--- src/rtl/upd_pkg.sv ---
// upd_pkg: shared types, character constants and hex helpers for the
// percent decoder. No dependencies.

package upd_pkg;

   localparam int unsigned CharWidth  = 8;
   localparam int unsigned MaxResults = 3;

   localparam logic [CharWidth-1:0] CharPlus    = 8'h2B;  // '+'
   localparam logic [CharWidth-1:0] CharPercent = 8'h25;  // '%'
   localparam logic [CharWidth-1:0] CharSpace   = 8'h20;  // ' '
   localparam logic [CharWidth-1:0] CharZero    = 8'h30;  // '0'
   localparam logic [CharWidth-1:0] CharNine    = 8'h39;  // '9'
   localparam logic [CharWidth-1:0] CharUpperA  = 8'h41;  // 'A'
   localparam logic [CharWidth-1:0] CharUpperF  = 8'h46;  // 'F'
   localparam logic [CharWidth-1:0] CharLowerA  = 8'h61;  // 'a'
   localparam logic [CharWidth-1:0] CharLowerF  = 8'h66;  // 'f'
   localparam logic [3:0]           LetterBase  = 4'd10;  // 'A' + 10 offset

   typedef struct packed {
      logic [CharWidth-1:0] char_in;
      logic                 final_byte;
   } req_type;

   typedef struct packed {
      logic [CharWidth-1:0] char_out;
      logic                 end_of_string;
   } rsp_type;

   typedef enum logic [2:0] {
      PH_IDLE = 3'b001,
      PH_PCT  = 3'b010,
      PH_DIG  = 3'b100
   } phase_type;

   // Decoder result for one input beat
   typedef struct packed {
      logic [1:0]                            count;
      logic [MaxResults-1:0][CharWidth-1:0]  chars;
      logic [MaxResults-1:0]                 ends;
      phase_type                             phase;
      logic [CharWidth-1:0]                  held;
   } dec_type;

   function automatic logic is_hex(input logic [CharWidth-1:0] c);
      return ((c >= CharZero)   && (c <= CharNine))   ||
             ((c >= CharLowerA) && (c <= CharLowerF)) ||
             ((c >= CharUpperA) && (c <= CharUpperF));
   endfunction

   // Letters: low nibble of 'A'/'a' is 1, so value = nibble - 1 + 10
   function automatic logic [3:0] hex_val(input logic [CharWidth-1:0] c);
      logic [3:0] v;
      if ((c >= CharZero) && (c <= CharNine)) begin
         v = c[3:0];
      end else begin
         v = c[3:0] - 4'd1 + LetterBase;
      end
      return v;
   endfunction

endpackage

--- src/rtl/url_percent_decoder.sv ---
// url_percent_decoder: top level of the streaming form/percent decoder.
// Depends on upd_pkg and upd_decode.

// Decodes a form-encoded string arriving one byte per req beat, final_byte
// set on its last byte. '+' gives a space, "%%" gives '%', '%' plus two hex
// digits (either case) gives that byte; a broken escape is passed through
// literally and what follows is decoded as normal. On the final byte any
// pending '%' / held digit is flushed and end_of_string marks the last rsp
// beat of the string. Each req beat yields zero to three rsp beats. Timing:
// the decode is one combinational pass from the phase/held-digit registers
// into a three-entry result buffer, which drains one rsp beat per cycle of
// rsp_ready. req_ready is high when the buffer is empty or its last entry
// leaves this cycle, so while rsp_ready is high a byte yielding at most one
// result is taken every cycle; one yielding more holds off the next byte
// until only its last result is left. No clearing pass after reset.

module url_percent_decoder (
   input  logic             clock,
   input  logic             reset,
   input  logic             req_valid,
   output logic             req_ready,
   input  upd_pkg::req_type req_data,
   output logic             rsp_valid,
   input  logic             rsp_ready,
   output upd_pkg::rsp_type rsp_data
);

   // decode state
   upd_pkg::phase_type              phase_ff, phase_in;
   logic [upd_pkg::CharWidth-1:0]   held_ff, held_in;

   // result buffer: entry 0 is the head
   upd_pkg::rsp_type                slot_ff [upd_pkg::MaxResults];
   upd_pkg::rsp_type                slot_in [upd_pkg::MaxResults];
   logic [1:0]                      count_ff, count_in;

   upd_pkg::dec_type                dec;
   logic                            req_fire;
   logic                            rsp_fire;

   upd_decode u_decode (
      .req   (req_data),
      .phase (phase_ff),
      .held  (held_ff),
      .dec   (dec)
   );

   assign rsp_valid = (count_ff != 2'd0);
   assign rsp_data  = slot_ff[0];
   assign rsp_fire  = rsp_valid && rsp_ready;
   // buffer must be empty after this cycle's pop before a new beat lands
   assign req_ready = (count_ff == 2'd0) || ((count_ff == 2'd1) && rsp_ready);
   assign req_fire  = req_valid && req_ready;

   always_comb begin
      phase_in = phase_ff;
      held_in  = held_ff;
      count_in = count_ff;
      for (int i = 0; i < upd_pkg::MaxResults; i++) begin
         slot_in[i] = slot_ff[i];
      end

      if (req_fire) begin
         phase_in = dec.phase;
         held_in  = dec.held;
         count_in = dec.count;
         for (int i = 0; i < upd_pkg::MaxResults; i++) begin
            slot_in[i].char_out      = dec.chars[i];
            slot_in[i].end_of_string = dec.ends[i];
         end
      end else if (rsp_fire) begin
         count_in = count_ff - 2'd1;
         for (int i = 0; i < upd_pkg::MaxResults - 1; i++) begin
            slot_in[i] = slot_ff[i+1];
         end
      end
   end

   always_ff @(posedge clock) begin
      if (reset) begin
         phase_ff <= upd_pkg::PH_IDLE;
         held_ff  <= '0;
         count_ff <= 2'd0;
      end else begin
         phase_ff <= phase_in;
         held_ff  <= held_in;
         count_ff <= count_in;
      end
   end

   // payload, no reset needed
   always_ff @(posedge clock) begin
      for (int i = 0; i < upd_pkg::MaxResults; i++) begin
         slot_ff[i] <= slot_in[i];
      end
   end

   // ---- assertions ----

   // last byte always returns the decoder to idle
   a_final_idle: assert property (@(posedge clock) disable iff (reset)
      req_fire && req_data.final_byte |=> phase_ff == upd_pkg::PH_IDLE)
      else $error("phase not idle after final byte");

   // last byte always produces at least one result
   a_final_emits: assert property (@(posedge clock) disable iff (reset)
      req_fire && req_data.final_byte |=> count_ff != 2'd0)
      else $error("final byte produced no result");

   // the end marker is only ever in the last buffered entry
   a_end_last: assert property (@(posedge clock) disable iff (reset)
      rsp_valid && rsp_data.end_of_string |-> count_ff == 2'd1)
      else $error("end marker ahead of further results");

endmodule

--- src/rtl/upd_decode.sv ---
// upd_decode: combinational next-state and result bytes for one input beat.
// Depends on upd_pkg.

module upd_decode (
   input  upd_pkg::req_type   req,
   input  upd_pkg::phase_type phase,
   input  logic [upd_pkg::CharWidth-1:0] held,
   output upd_pkg::dec_type   dec
);

   logic [1:0]                                                 idx;
   logic [upd_pkg::MaxResults-1:0][upd_pkg::CharWidth-1:0]     chars;
   logic [upd_pkg::MaxResults-1:0]                             ends;
   upd_pkg::phase_type                                         nxt_phase;
   logic [upd_pkg::CharWidth-1:0]                              nxt_held;
   logic                                                       take_idle;
   logic [upd_pkg::CharWidth-1:0]                              c;
   logic                                                       c_hex;

   assign c     = req.char_in;
   assign c_hex = upd_pkg::is_hex(c);

   always_comb begin
      idx       = 2'd0;
      chars     = '0;
      ends      = '0;
      nxt_phase = upd_pkg::PH_IDLE;
      nxt_held  = held;
      take_idle = 1'b0;

      unique case (phase)
         upd_pkg::PH_PCT: begin
            if (c == upd_pkg::CharPercent) begin
               chars[idx] = upd_pkg::CharPercent;
               idx        = idx + 2'd1;
            end else if (c_hex) begin
               nxt_held  = c;
               nxt_phase = upd_pkg::PH_DIG;
            end else begin
               chars[idx] = upd_pkg::CharPercent;
               idx        = idx + 2'd1;
               take_idle  = 1'b1;
            end
         end
         upd_pkg::PH_DIG: begin
            if (c_hex) begin
               chars[idx] = {upd_pkg::hex_val(held), upd_pkg::hex_val(c)};
               idx        = idx + 2'd1;
            end else begin
               // broken escape: '%' and the held digit go out literally
               chars[idx] = upd_pkg::CharPercent;
               idx        = idx + 2'd1;
               chars[idx] = held;
               idx        = idx + 2'd1;
               take_idle  = 1'b1;
            end
         end
         default: begin
            take_idle = 1'b1;
         end
      endcase

      if (take_idle) begin
         priority if (c == upd_pkg::CharPlus) begin
            chars[idx] = upd_pkg::CharSpace;
            idx        = idx + 2'd1;
         end else if (c == upd_pkg::CharPercent) begin
            nxt_phase = upd_pkg::PH_PCT;
         end else begin
            chars[idx] = c;
            idx        = idx + 2'd1;
         end
      end

      // flush any pending escape on the last byte
      if (req.final_byte) begin
         if (nxt_phase == upd_pkg::PH_PCT) begin
            chars[idx] = upd_pkg::CharPercent;
            idx        = idx + 2'd1;
         end else if (nxt_phase == upd_pkg::PH_DIG) begin
            chars[idx] = upd_pkg::CharPercent;
            idx        = idx + 2'd1;
            chars[idx] = nxt_held;
            idx        = idx + 2'd1;
         end
         nxt_phase = upd_pkg::PH_IDLE;
         if (idx != 2'd0) begin
            ends[idx - 2'd1] = 1'b1;
         end
      end

      dec.count = idx;
      dec.chars = chars;
      dec.ends  = ends;
      dec.phase = nxt_phase;
      dec.held  = nxt_held;
   end

endmodule

--- config.mk ---
export PLATFORM = sky130hd
export DESIGN_NAME = url_percent_decoder
export DESIGN_NICKNAME = d
export VERILOG_FILES = /design/src/rtl/upd_pkg.sv /design/src/rtl/url_percent_decoder.sv /design/src/rtl/upd_decode.sv
export SDC_FILE = /design/constraint.sdc
export NUM_CORES = 1
export LEC_CHECK = 0
export BUFFER_PORTS_ARGS = -buffer_cell sky130_fd_sc_hd__buf_2
export CORE_AREA = 4 4 140 88
export CTS_CLUSTER_SIZE = 40
export DETAILED_ROUTE_END_ITERATION = 8
export DIE_AREA = 0 0 144 92
export PLACE_DENSITY = 0.43
export SLEW_MARGIN = 25
export SYNTH_ARGS = -nofsm -noshare
export SYNTH_HDL_FRONTEND = slang
export SYNTH_HIERARCHICAL = 1
export SYNTH_SLANG_ARGS = --single-unit
--- constraint.sdc ---
create_clock -name clock -period 7.45 [get_ports clock]
set_input_delay 0.745 -clock clock [delete_from_list [all_inputs] [get_ports clock]]
set_output_delay 0.745 -clock clock [all_outputs]
set_load 0.01 [all_outputs]
==> results by group, run 1 <==
Worst hold path
  – Min-delay worst type: reg -> reg

STA
  – Final period util: 61.49%
  – RSZ-0062 raised after global routing: no
  – Setup TNS: 0 ns
  – Final Max Tran Viols: 0
  – Final setup viols: 0
  – Final hold violations: 0
  – Final clock skew: 0.002806 ns
  – Worst-Margin Slew: 0.8001 ns
  – Max-Slew Margin vs Limit: 46.38%
  – Final worst path period need: 4.581 ns
  – Max Clk Rate: 0.2183 GHz

Logic synthesis
  – Seq/Total Area, Yosys: 33.13%
  – #FFs+latches synth: 40
  – Mapped cell area: 3233 sq um
  – Cells after Synth: 344
  – Synth Net Count: 374
  – Synthesis Warnings: 6
  – FFs w/ async S/R, synth: 0%
  – Number of flops mapped to enable cells by yosys: 27
  – Syn avg cell area: 9.399 sq um
  – Yosys cell types: 73
  – Primary FF master, synth: edfxtp_1

Placed design
  – Area after DPL: 3344 sq um
  – IO buf count: 23
  – DP Cell Count: 483
  – DPL Wire Length: 7.485 mm
  – GP Congestion: 0.9613

Global route
  – First-pass GRT wire length: 15.23 mm
  – GRT Residual Overflow: 0
  – Initial antenna violation count: 0
  – Pin count of the biggest net entering global routing: 22
  – Vias in the first global route: 2,427
  – GRT Resource Usage Total: 15.10%

Clock network
  – Reg clk slew, reported paths: 0.06 ns
  – Number of buffers created by CTS: 5
  – Root Buffer: clkbuf_16
  – CTS Buffer Depth: 2
  – H-tree depth: 2
  – Later-pin clock latency in the skew report: 0.28 ns
  – Post-CTS Setup Bufs: 0
  – CTS tree: done
  – Clock sink count: 40
  – PostCTS Resize Cnt: 0
  – Hold_buf cts: 0

Power
  – Worst vdd ir: 81.13 uV
  – Leakage Power: 1.397 nW
  – PwrDens: 195.0 nW/um^2

Detailed routing
  – Routed vias/inst: 5.576
  – Initial DRC count: 276
  – Via count: 2,738
  – WL/cell: 20.21 microns
  – Post-route antenna net violation count: 0
  – Residual DRC count: 0
  – DRT Pass-1 Iters: 5
  – Final wirelength: 9.923 mm

Setup path
  – Critical Path Sink Type: flop
  – Worst EP required: 7.49 ns
  – Arr. time, crit path: 4.62 ns
  – CP Launch Type: primary input
  – Crit path kind: in -> reg
  – CP Max Fanout: 11

Final layout
  – Most common cell after layout, fill and taps aside: nand2_1
  – Most frequent cells in the layout: nand2_1 (31), edfxtp_1 (27), a21oi_1 (24)
  – Footprint of the multi-input gates: 1886 sq um
  – Area Growth Syn to Fin: 8.746%
  – Final std cells w/o fill: 491
  – Core Util, Final: 31.75%
  – Layout cells sized above 1: 20.46%
  – Sequential cell area: 1071 sq um
  – Antenna cells: 0
  – Fillcell total: 1,141
  – Layout Nets: 376
  – Finished Cell Area: 3516 sq um

Floorplan
  – Core Box Area: 11,070 sq um
  – Die width: 144 microns
  – Ports: 24
  – Die H: 92 microns
  – Row cnt: 30
  – Starting Density: 29.20%
  – Die area: 13,250 sq um

Outcome
  – Status: complete, no violations

Flow run
  – Max cap viols: 0
==> path summary, 6_finish.rpt <==
kind	from	end	slack [ns]	cells past startpoint
max	req_data[1]	slot_ff[0][2]$_DFFE_PP_	2.87	16
min	count_ff[0]$_SDFFE_PP0P_	count_ff[0]$_SDFFE_PP0P_	0.49	2
max reg2reg	phase_ff[0]$_SDFFE_PP1P_	slot_ff[0][2]$_DFFE_PP_	3.82	11
min reg2reg	count_ff[0]$_SDFFE_PP0P_	count_ff[0]$_SDFFE_PP0P_	0.49	2
==> critical path, stage by stage <==
cell and delay [ns]:
buf_2 0.17, inv_1 0.12, ha_1 0.21, inv_1 0.06, o311a_1 0.34, a21oi_1 0.14, buf_4 0.22, mux2i_2 0.43
ha_1 0.32, a22oi_1 0.45, inv_1 0.13, ha_1 0.23, and4_4 0.21, a31o_1 0.21, a221o_1 0.36, mux2_4 0.26
==> cell usage after synthesis (4+ instances only) <==
cell type | instances | area share, %
and2_1 | 5 | 0.97
a22o_1 | 4 | 1.1
buf_4 | 12 | 2.8
nor2_1 | 15 | 1.7
a31oi_1 | 5 | 0.97
a21oi_1 | 24 | 3.7
o21ai_0 | 18 | 2.8
nand4_1 | 7 | 1.4
a32oi_1 | 4 | 1.1
ha_1 | 17 | 6.6
nand2_1 | 31 | 3.6
a21o_1 | 7 | 1.6
dfxtp_1 | 13 | 8.0
o21ai_1 | 4 | 0.62
a211oi_1 | 4 | 0.93
clkbuf_1 | 12 | 1.4
mux2_4 | 17 | 7.9
edfxtp_1 | 27 | 25
nand3_1 | 17 | 2.6
inv_1 | 14 | 1.6
and3_1 | 5 | 0.97
==> flip-flops by register name, indices dropped and copies added (netlist names) <==
| signal | cells |
|---|---|
| phase_ff | 3 |
| held_ff | 8 |
| count_ff | 2 |
| slot_ff | 27 |
==> stage by stage <==
| stage | setup slack, ns | hold WS (ns) | power (mW) |
|---|---|---|---|
| 2_1_floorplan | 3.002 | 0.4525 | 0.4154 |
| 3_3_place_gp | 2.738 | 0.4937 | 0.4396 |
| 3_5_place_dp | 2.651 | 0.4839 | 0.4394 |
| 4_1_cts | 2.946 | 0.4935 | 0.6927 |
| 5_1_grt | 2.615 | 0.5443 | 0.7183 |
| 6_report | 2.869 | 0.4899 | 0.6855 |
==> report_power, final <==
| part | internal, mW | switching, mW |
|---|---|---|
| Sequential | 0.276 | 0.00756 |
| Combinational | 0.0611 | 0.0879 |
| Clock | 0.159 | 0.0936 |
| Total | 0.496 | 0.189 |
==> metal layers <==
layer  global-route usage [%]  up-vias  routed length [microns]
met2                    18.27      109                     3735
met5                        0        -                        0
li1                         -     1277                        -
met3                    3.700       10                      758
met1                    25.49     1342                     5329
met4                    3.135        0                       99
==> cells by family (layout without fill, tap and decap cells) <==
group | count (synthesis) | in the layout | synth area share (%)
compound gates | 108 | 108 | 24.07
simple gates | 104 | 104 | 16.99
xor+xnor | 5 | 5 | 1.355
mux | 21 | 21 | 9.326
fa+ha+maj | 17 | 17 | 6.579
buf+inv | 49 | 52 | 8.552
flops | 40 | 40 | 33.13
==> final cells by class <==
class	instances	share of cell area, %
multi-input combinational	255	53.63
sequential	40	30.46
tap	144	5.125
timing repair buffer	26	3.915
clock buffer	5	3.559
inverter	18	1.993
clock inverter	3	1.317
Power figures use the tool's default switching activity.
==> run 2, diff against run 1 <==
- clock period: 7.45 -> 4.3 ns (I/O delays scaled with it)
==> results by group, run 2 (same netlist as run 1, synthesis figures left out) <==
Outcome
  – Status: complete, no violations

STA
  – Final Hold Slack: 0.5005 ns (+0.01058 ns)
  – Max Clk Rate: 0.2571 GHz
  – Worst-Margin Slew: 0.6579 ns (-0.1422 ns)
  – Final hold violations: 0 (unchanged)
  – Max-Slew Margin vs Limit: 55.98% (+9.6 points)
  – Final period util: 90.47%
  – Final worst path period need: 3.890 ns
  – Final Max Tran Viols: 0 (unchanged)
  – Setup ws final: 0.4098 ns (-2.459 ns)
  – Setup TNS: 0 ns (unchanged)
  – Final clock skew: 0.005732 ns (+0.002927 ns)
  – Final setup viols: 0 (unchanged)
  – RSZ-0062 raised after global routing: no

Setup path
  – R2R Path End: slot_ff[0][2]$_DFFE_PP_
  – Critical Path Sink Type: flop
  – Worst EP required: 4.34 ns (-3.15 ns)
  – Arr. time, crit path: 3.93 ns (-0.69 ns)
  – Reg-to-reg setup timing slack: 1.01 ns (-2.81 ns)
  – CP Max Fanout: 10 (-1)
  – Launch point of the worst reg-to-reg path: phase_ff[2]$_SDFFE_PP0P_
  – FF-to-FF path depth: 10 (-1)
  – CP Launch Type: primary input
  – Crit path kind: in -> reg

Final layout
  – Largest register by flop count: slot_ff
  – Most frequent cells in the layout: nand2_1 (31), edfxtp_1 (27), a21oi_1 (24)
  – Final std cells w/o fill: 498 (+1.4%)
  – Layout Nets: 383 (+1.9%)
  – Regs by FF count: slot_ff (27), held_ff (8), phase_ff (3)
  – Area Growth Syn to Fin: 10.41%
  – Most common cell after layout, fill and taps aside: nand2_1
  – Finished Cell Area: 3570 sq um (+1.5%)
  – Antenna cells: 0 (unchanged)
  – Core Util, Final: 32.24% (+0.49 points)
  – Largest register FFs: 27 (unchanged)
  – Layout cells sized above 1: 22.03% (+1.6 points)

Floorplan
  – Core Box Area: 11,070 sq um (unchanged)
  – Starting Density: 29.20% (unchanged)
  – Ports: 24 (unchanged)
  – Die H: 92 microns (unchanged)
  – Die width: 144 microns (unchanged)
  – Die area: 13,250 sq um (unchanged)
  – Row cnt: 30 (unchanged)

Clock network
  – H-tree depth: 2 (unchanged)
  – CTS tree: done
  – Clock sink count: 40 (unchanged)
  – Root Buffer: clkbuf_16
  – PostCTS Resize Cnt: 0 (unchanged)
  – Post-CTS Setup Bufs: 0 (unchanged)
  – Later-pin clock latency in the skew report: 0.29 ns (about the same)
  – Hold_buf cts: 0 (unchanged)
  – CTS Buffer Depth: 2 (unchanged)
  – Number of buffers created by CTS: 5 (unchanged)
  – Reg clk slew, reported paths: 0.07 ns (about the same)

Power
  – Worst vdd ir: 187.5 uV (+130%)
  – Power, Total: 1.206 mW (+76%)
  – Leakage Power: 1.432 nW (+2.5%)
  – PwrDens: 337.9 nW/um^2 (+73%)

Placed design
  – DP Cell Count: 490 (+1.4%)
  – IO buf count: 23 (unchanged)
  – GP Congestion: 0.8698 (-9.5%)
  – DPL Wire Length: 7.462 mm (-0.30%)
  – Area after DPL: 3397 sq um (+1.6%)
  – Placement Setup Slack: 0.1948 ns (-2.456 ns)

Flow run
  – Max cap viols: 0 (unchanged)

Worst hold path
  – Hold Crit Start: count_ff[0]$_SDFFE_PP0P_
  – Hold path cells: 2 (unchanged)
  – WHS Endpoint: count_ff[0]$_SDFFE_PP0P_
  – Min-delay worst type: reg -> reg

Detailed routing
  – WL/cell: 19.80 microns (-2.1%)
  – Initial DRC count: 188 (-32%)
  – Final wirelength: 9.858 mm (-0.66%)
  – Routed vias/inst: 5.598 (+0.39%)
  – Via count: 2,788 (+1.8%)
  – Post-route antenna net violation count: 0 (unchanged)
  – DRT Pass-1 Iters: 5 (unchanged)
  – Residual DRC count: 0 (unchanged)

Global route
  – Initial antenna violation count: 0 (unchanged)
  – First-pass GRT wire length: 15.51 mm (+1.9%)
  – Pin count of the biggest net entering global routing: 22 (unchanged)
  – Vias in the first global route: 2,576 (+6.1%)
  – GRT Residual Overflow: 0 (unchanged)
  – GRT Resource Usage Total: 15.23% (+0.12 points)
## run 2: how the worst max path moves through the flow
stage	end	startpoint	cells after the start	slack, ns
detailed placement	slot_ff[0][2]$_DFFE_PP_	req_data[1]	15	0.19
floorplan	slot_ff[0][2]$_DFFE_PP_	req_data[1]	16	0.17
global placement	slot_ff[0][2]$_DFFE_PP_	req_data[1]	15	0.29
finish	slot_ff[0][2]$_DFFE_PP_	req_data[1]	15	0.41
global route	slot_ff[0][13]$_DFFE_PP_	req_data[1]	15	0.25
CTS	slot_ff[0][2]$_DFFE_PP_	req_data[1]	15	0.48
## run 2: worst max-delay path, cell delays in order
cell     delay (ns)
buf_2          0.17
inv_1          0.11
ha_1           0.22
inv_1          0.06
o311a_1        0.34
a21oi_1        0.39
mux2i_2        0.33
ha_1           0.30
a22oi_1        0.24
inv_1          0.09
ha_1           0.22
and4_4         0.21
a31o_1         0.21
a221o_1        0.35
mux2_4         0.26
## run 2: layout make-up
type,instances,area (sq um)
Inverter,18,70.07
Multi-Input combinational cell,255,1886
Clock inverter,3,47.55
Sequential cell,40,1071
Fill cell,1147,7503
Clock buffer,5,125.1
Timing Repair Buffer,33,190.2
Tap cell,144,180.2
## run 2: power breakdown
group	switching [mW]	internal [mW]	leakage, nW
Sequential	0.0162	0.479	0.376
Clock	0.165	0.276	0.0840
Combinational	0.162	0.109	0.972
## run 2: routing by layer
layer	global-route usage [%]	part of all wire (%)
met1	25.43	54
met2	19.89	39
met3	2.710	6.1
met4	2.351	0.62
met5	0	0
==> run 3, diff against run 2 <==
- MAX_ROUTING_LAYER: default -> met4
- TNS_END_PERCENT: default -> 5
- clock period: 4.3 -> 4.14 ns (I/O delays scaled with it)
==> results by group, run 3 (same netlist as run 1, synthesis figures left out) <==
Power
  – PwrDens: 345.0 nW/um^2 (+2.1%)
  – Worst vdd ir: 120.4 uV (-36%)
  – Leakage Power: 1.439 nW (+0.52%)

Detailed routing
  – DRT Pass-1 Iters: 5 (unchanged)
  – Via count: 2,759 (-1.0%)
  – Initial DRC count: 222 (+18%)
  – WL/cell: 19.16 microns (-3.2%)
  – Routed vias/inst: 5.518 (-1.4%)
  – Residual DRC count: 0 (unchanged)
  – Metal2 WL: 3.679 mm (-3.7%)
  – DR top layer: met4
  – Post-route antenna net violation count: 0 (unchanged)
  – Final wirelength: 9.578 mm (-2.8%)
  – DR WL met3: 947 microns (+57%)
  – DRT met1 WL: 4.889 mm (-9.0%)

STA
  – Worst-Margin Slew: 0.6345 ns (-0.02339 ns)
  – Final Max Tran Viols: 0 (unchanged)
  – Final hold violations: 0 (unchanged)
  – RSZ-0062 raised after global routing: no
  – Setup ws final: 0.4664 ns (+0.05658 ns)
  – Max Clk Rate: 0.2722 GHz
  – Final period util: 88.73%
  – Max-Slew Margin vs Limit: 57.55% (+1.6 points)
  – Final setup viols: 0 (unchanged)
  – Final clock skew: 0.009072 ns (+0.003339 ns)
  – Final worst path period need: 3.674 ns
  – Setup TNS: 0 ns (unchanged)

Floorplan
  – Ports: 24 (unchanged)
  – Row cnt: 30 (unchanged)
  – Die H: 92 microns (unchanged)
  – Starting Density: 29.20% (unchanged)
  – Die area: 13,250 sq um (unchanged)
  – Die width: 144 microns (unchanged)
  – Core Box Area: 11,070 sq um (unchanged)

Clock network
  – Clock sink count: 40 (unchanged)
  – Post-CTS Setup Bufs: 0 (unchanged)
  – Number of buffers created by CTS: 5 (unchanged)
  – Reg clk slew, reported paths: 0.07 ns (about the same)
  – PostCTS Resize Cnt: 0 (unchanged)
  – H-tree depth: 2 (unchanged)
  – CTS tree: done
  – Later-pin clock latency in the skew report: 0.29 ns (about the same)
  – Hold_buf cts: 0 (unchanged)
  – CTS Buffer Depth: 2 (unchanged)
  – Root Buffer: clkbuf_16

Setup path
  – CP startpoint: req_data[1]
  – Worst EP required: 4.18 ns (-0.16 ns)
  – Crit path kind: in -> reg
  – Arr. time, crit path: 3.71 ns (-0.22 ns)
  – Slowest stage delay, CP: 0.38 ns (about the same)
  – CP Launch Type: primary input
  – Crit-path cells: buf_2 -> inv_1 -> ha_1 -> inv_1 -> o311a_1 -> a21oi_1 -> mux2i_2 -> ha_1 -> a22oi_1 -> inv_1 -> ha_1 -> and4_4 -> a31o_1 -> a221o_1 -> mux2_4
  – Slowest cell on the critical path: a221o_1
  – CP Max Fanout: 6 (-4)
  – Launch point of the worst reg-to-reg path: phase_ff[0]$_SDFFE_PP1P_
  – Critical Path Sink Type: flop

Final layout
  – Antenna cells: 0 (unchanged)
  – Layout cells sized above 1: 22.19% (+0.16 points)
  – Sequential cell area: 1071 sq um (unchanged)
  – Largest register by flop count: slot_ff
  – Fillcell total: 1,133 (-1.2%)
  – Footprint of the multi-input gates: 1886 sq um (unchanged)
  – Final std cells w/o fill: 500 (+0.40%)
  – Largest register FFs: 27 (unchanged)
  – Layout Nets: 385 (+0.52%)
  – Regs by FF count: slot_ff (27), held_ff (8), phase_ff (3)
  – Most common cell after layout, fill and taps aside: nand2_1
  – Area Growth Syn to Fin: 10.72%
  – Most frequent cells in the layout: nand2_1 (31), edfxtp_1 (27), a21oi_1 (24)

Placed design
  – IO buf count: 23 (unchanged)
  – DPL Wire Length: 7.352 mm (-1.5%)
  – DP Cell Count: 492 (+0.41%)
  – Placement Setup Slack: 0.1918 ns (-0.003045 ns)
  – GP Congestion: 0.9753 (+12%)

Global route
  – Pin count of the biggest net entering global routing: 22 (unchanged)
  – Vias in the first global route: 2,452 (-4.8%)
  – GRT Residual Overflow: 0 (unchanged)
  – GRT Resource Usage Total: 14.74% (-0.49 points)
  – First-pass GRT wire length: 14.53 mm (-6.3%)
  – Initial antenna violation count: 0 (unchanged)

Worst hold path
  – Min-delay worst type: in -> reg
  – Hold Crit Start: reset

Flow run
  – Max cap viols: 0 (unchanged)

Outcome
  – Status: complete, no violations
[run 3: changes by cell type in the layout (fill, tap and decap cells not counted), sizes merged]
cell  change
buf       +2
[run 3: layout make-up]
type                       count  share of cell area, %
clock buffer                   5                  3.495
clock inverter                 3                  1.188
inverter                      18                  1.957
multi-input combinational    255                  52.67
sequential                    40                  29.92
tap                          144                  5.033
timing repair buffer          35                  5.732
[run 3: per-layer routing]
layer / vias to the layer above / GRT usage [%]
li1: 1298 / -
met1: 1344 / 22.92
met2: 109 / 18.15
met3: 8 / 5.003
met4: 0 / 2.351
met5: - / -
[run 3: critical path, delay by kind of cell]
family / cells / cell delay, ns
AOI/OAI and AO/OA: 5 / 1.43
adders and majority gates: 3 / 0.70
buffers and inverters: 4 / 0.34
muxes: 2 / 0.62
and+or+nand+nor: 1 / 0.21
[run 3: path summary, 6_finish.rpt]
check / to / slack, ns / depth (start not counted)
setup / recovery: slot_ff[0][2]$_DFFE_PP_ / 0.47 / 15
hold / removal: held_ff[5]$_SDFFE_PP0P_ / 0.49 / 2
setup reg to reg: slot_ff[0][2]$_DFFE_PP_ / 0.86 / 11
hold reg to reg: count_ff[0]$_SDFFE_PP0P_ / 0.50 / 2
[run 3: power by group]
group | switching, mW | internal [mW] | total [mW]
sequential | 0.0150 | 0.497 | 0.512
combinational | 0.168 | 0.112 | 0.279
clock | 0.160 | 0.283 | 0.443
total | 0.343 | 0.892 | 1.24
[run 3: stage by stage]
stage / hold WS (ns) / power (mW) / util (%) / cell area, sq um
final: 0.4944 / 1.235 / 32.33 / 3580
after global routing: 0.4950 / 1.294 / 32.33 / 3580
after CTS: 0.4823 / 1.247 / 32.33 / 3580
after detailed placement: 0.4931 / 0.8018 / 30.81 / 3412
after global placement: 0.4819 / 0.8023 / 30.81 / 3412
after floorplan: 0.4525 / 0.7475 / - / 3233
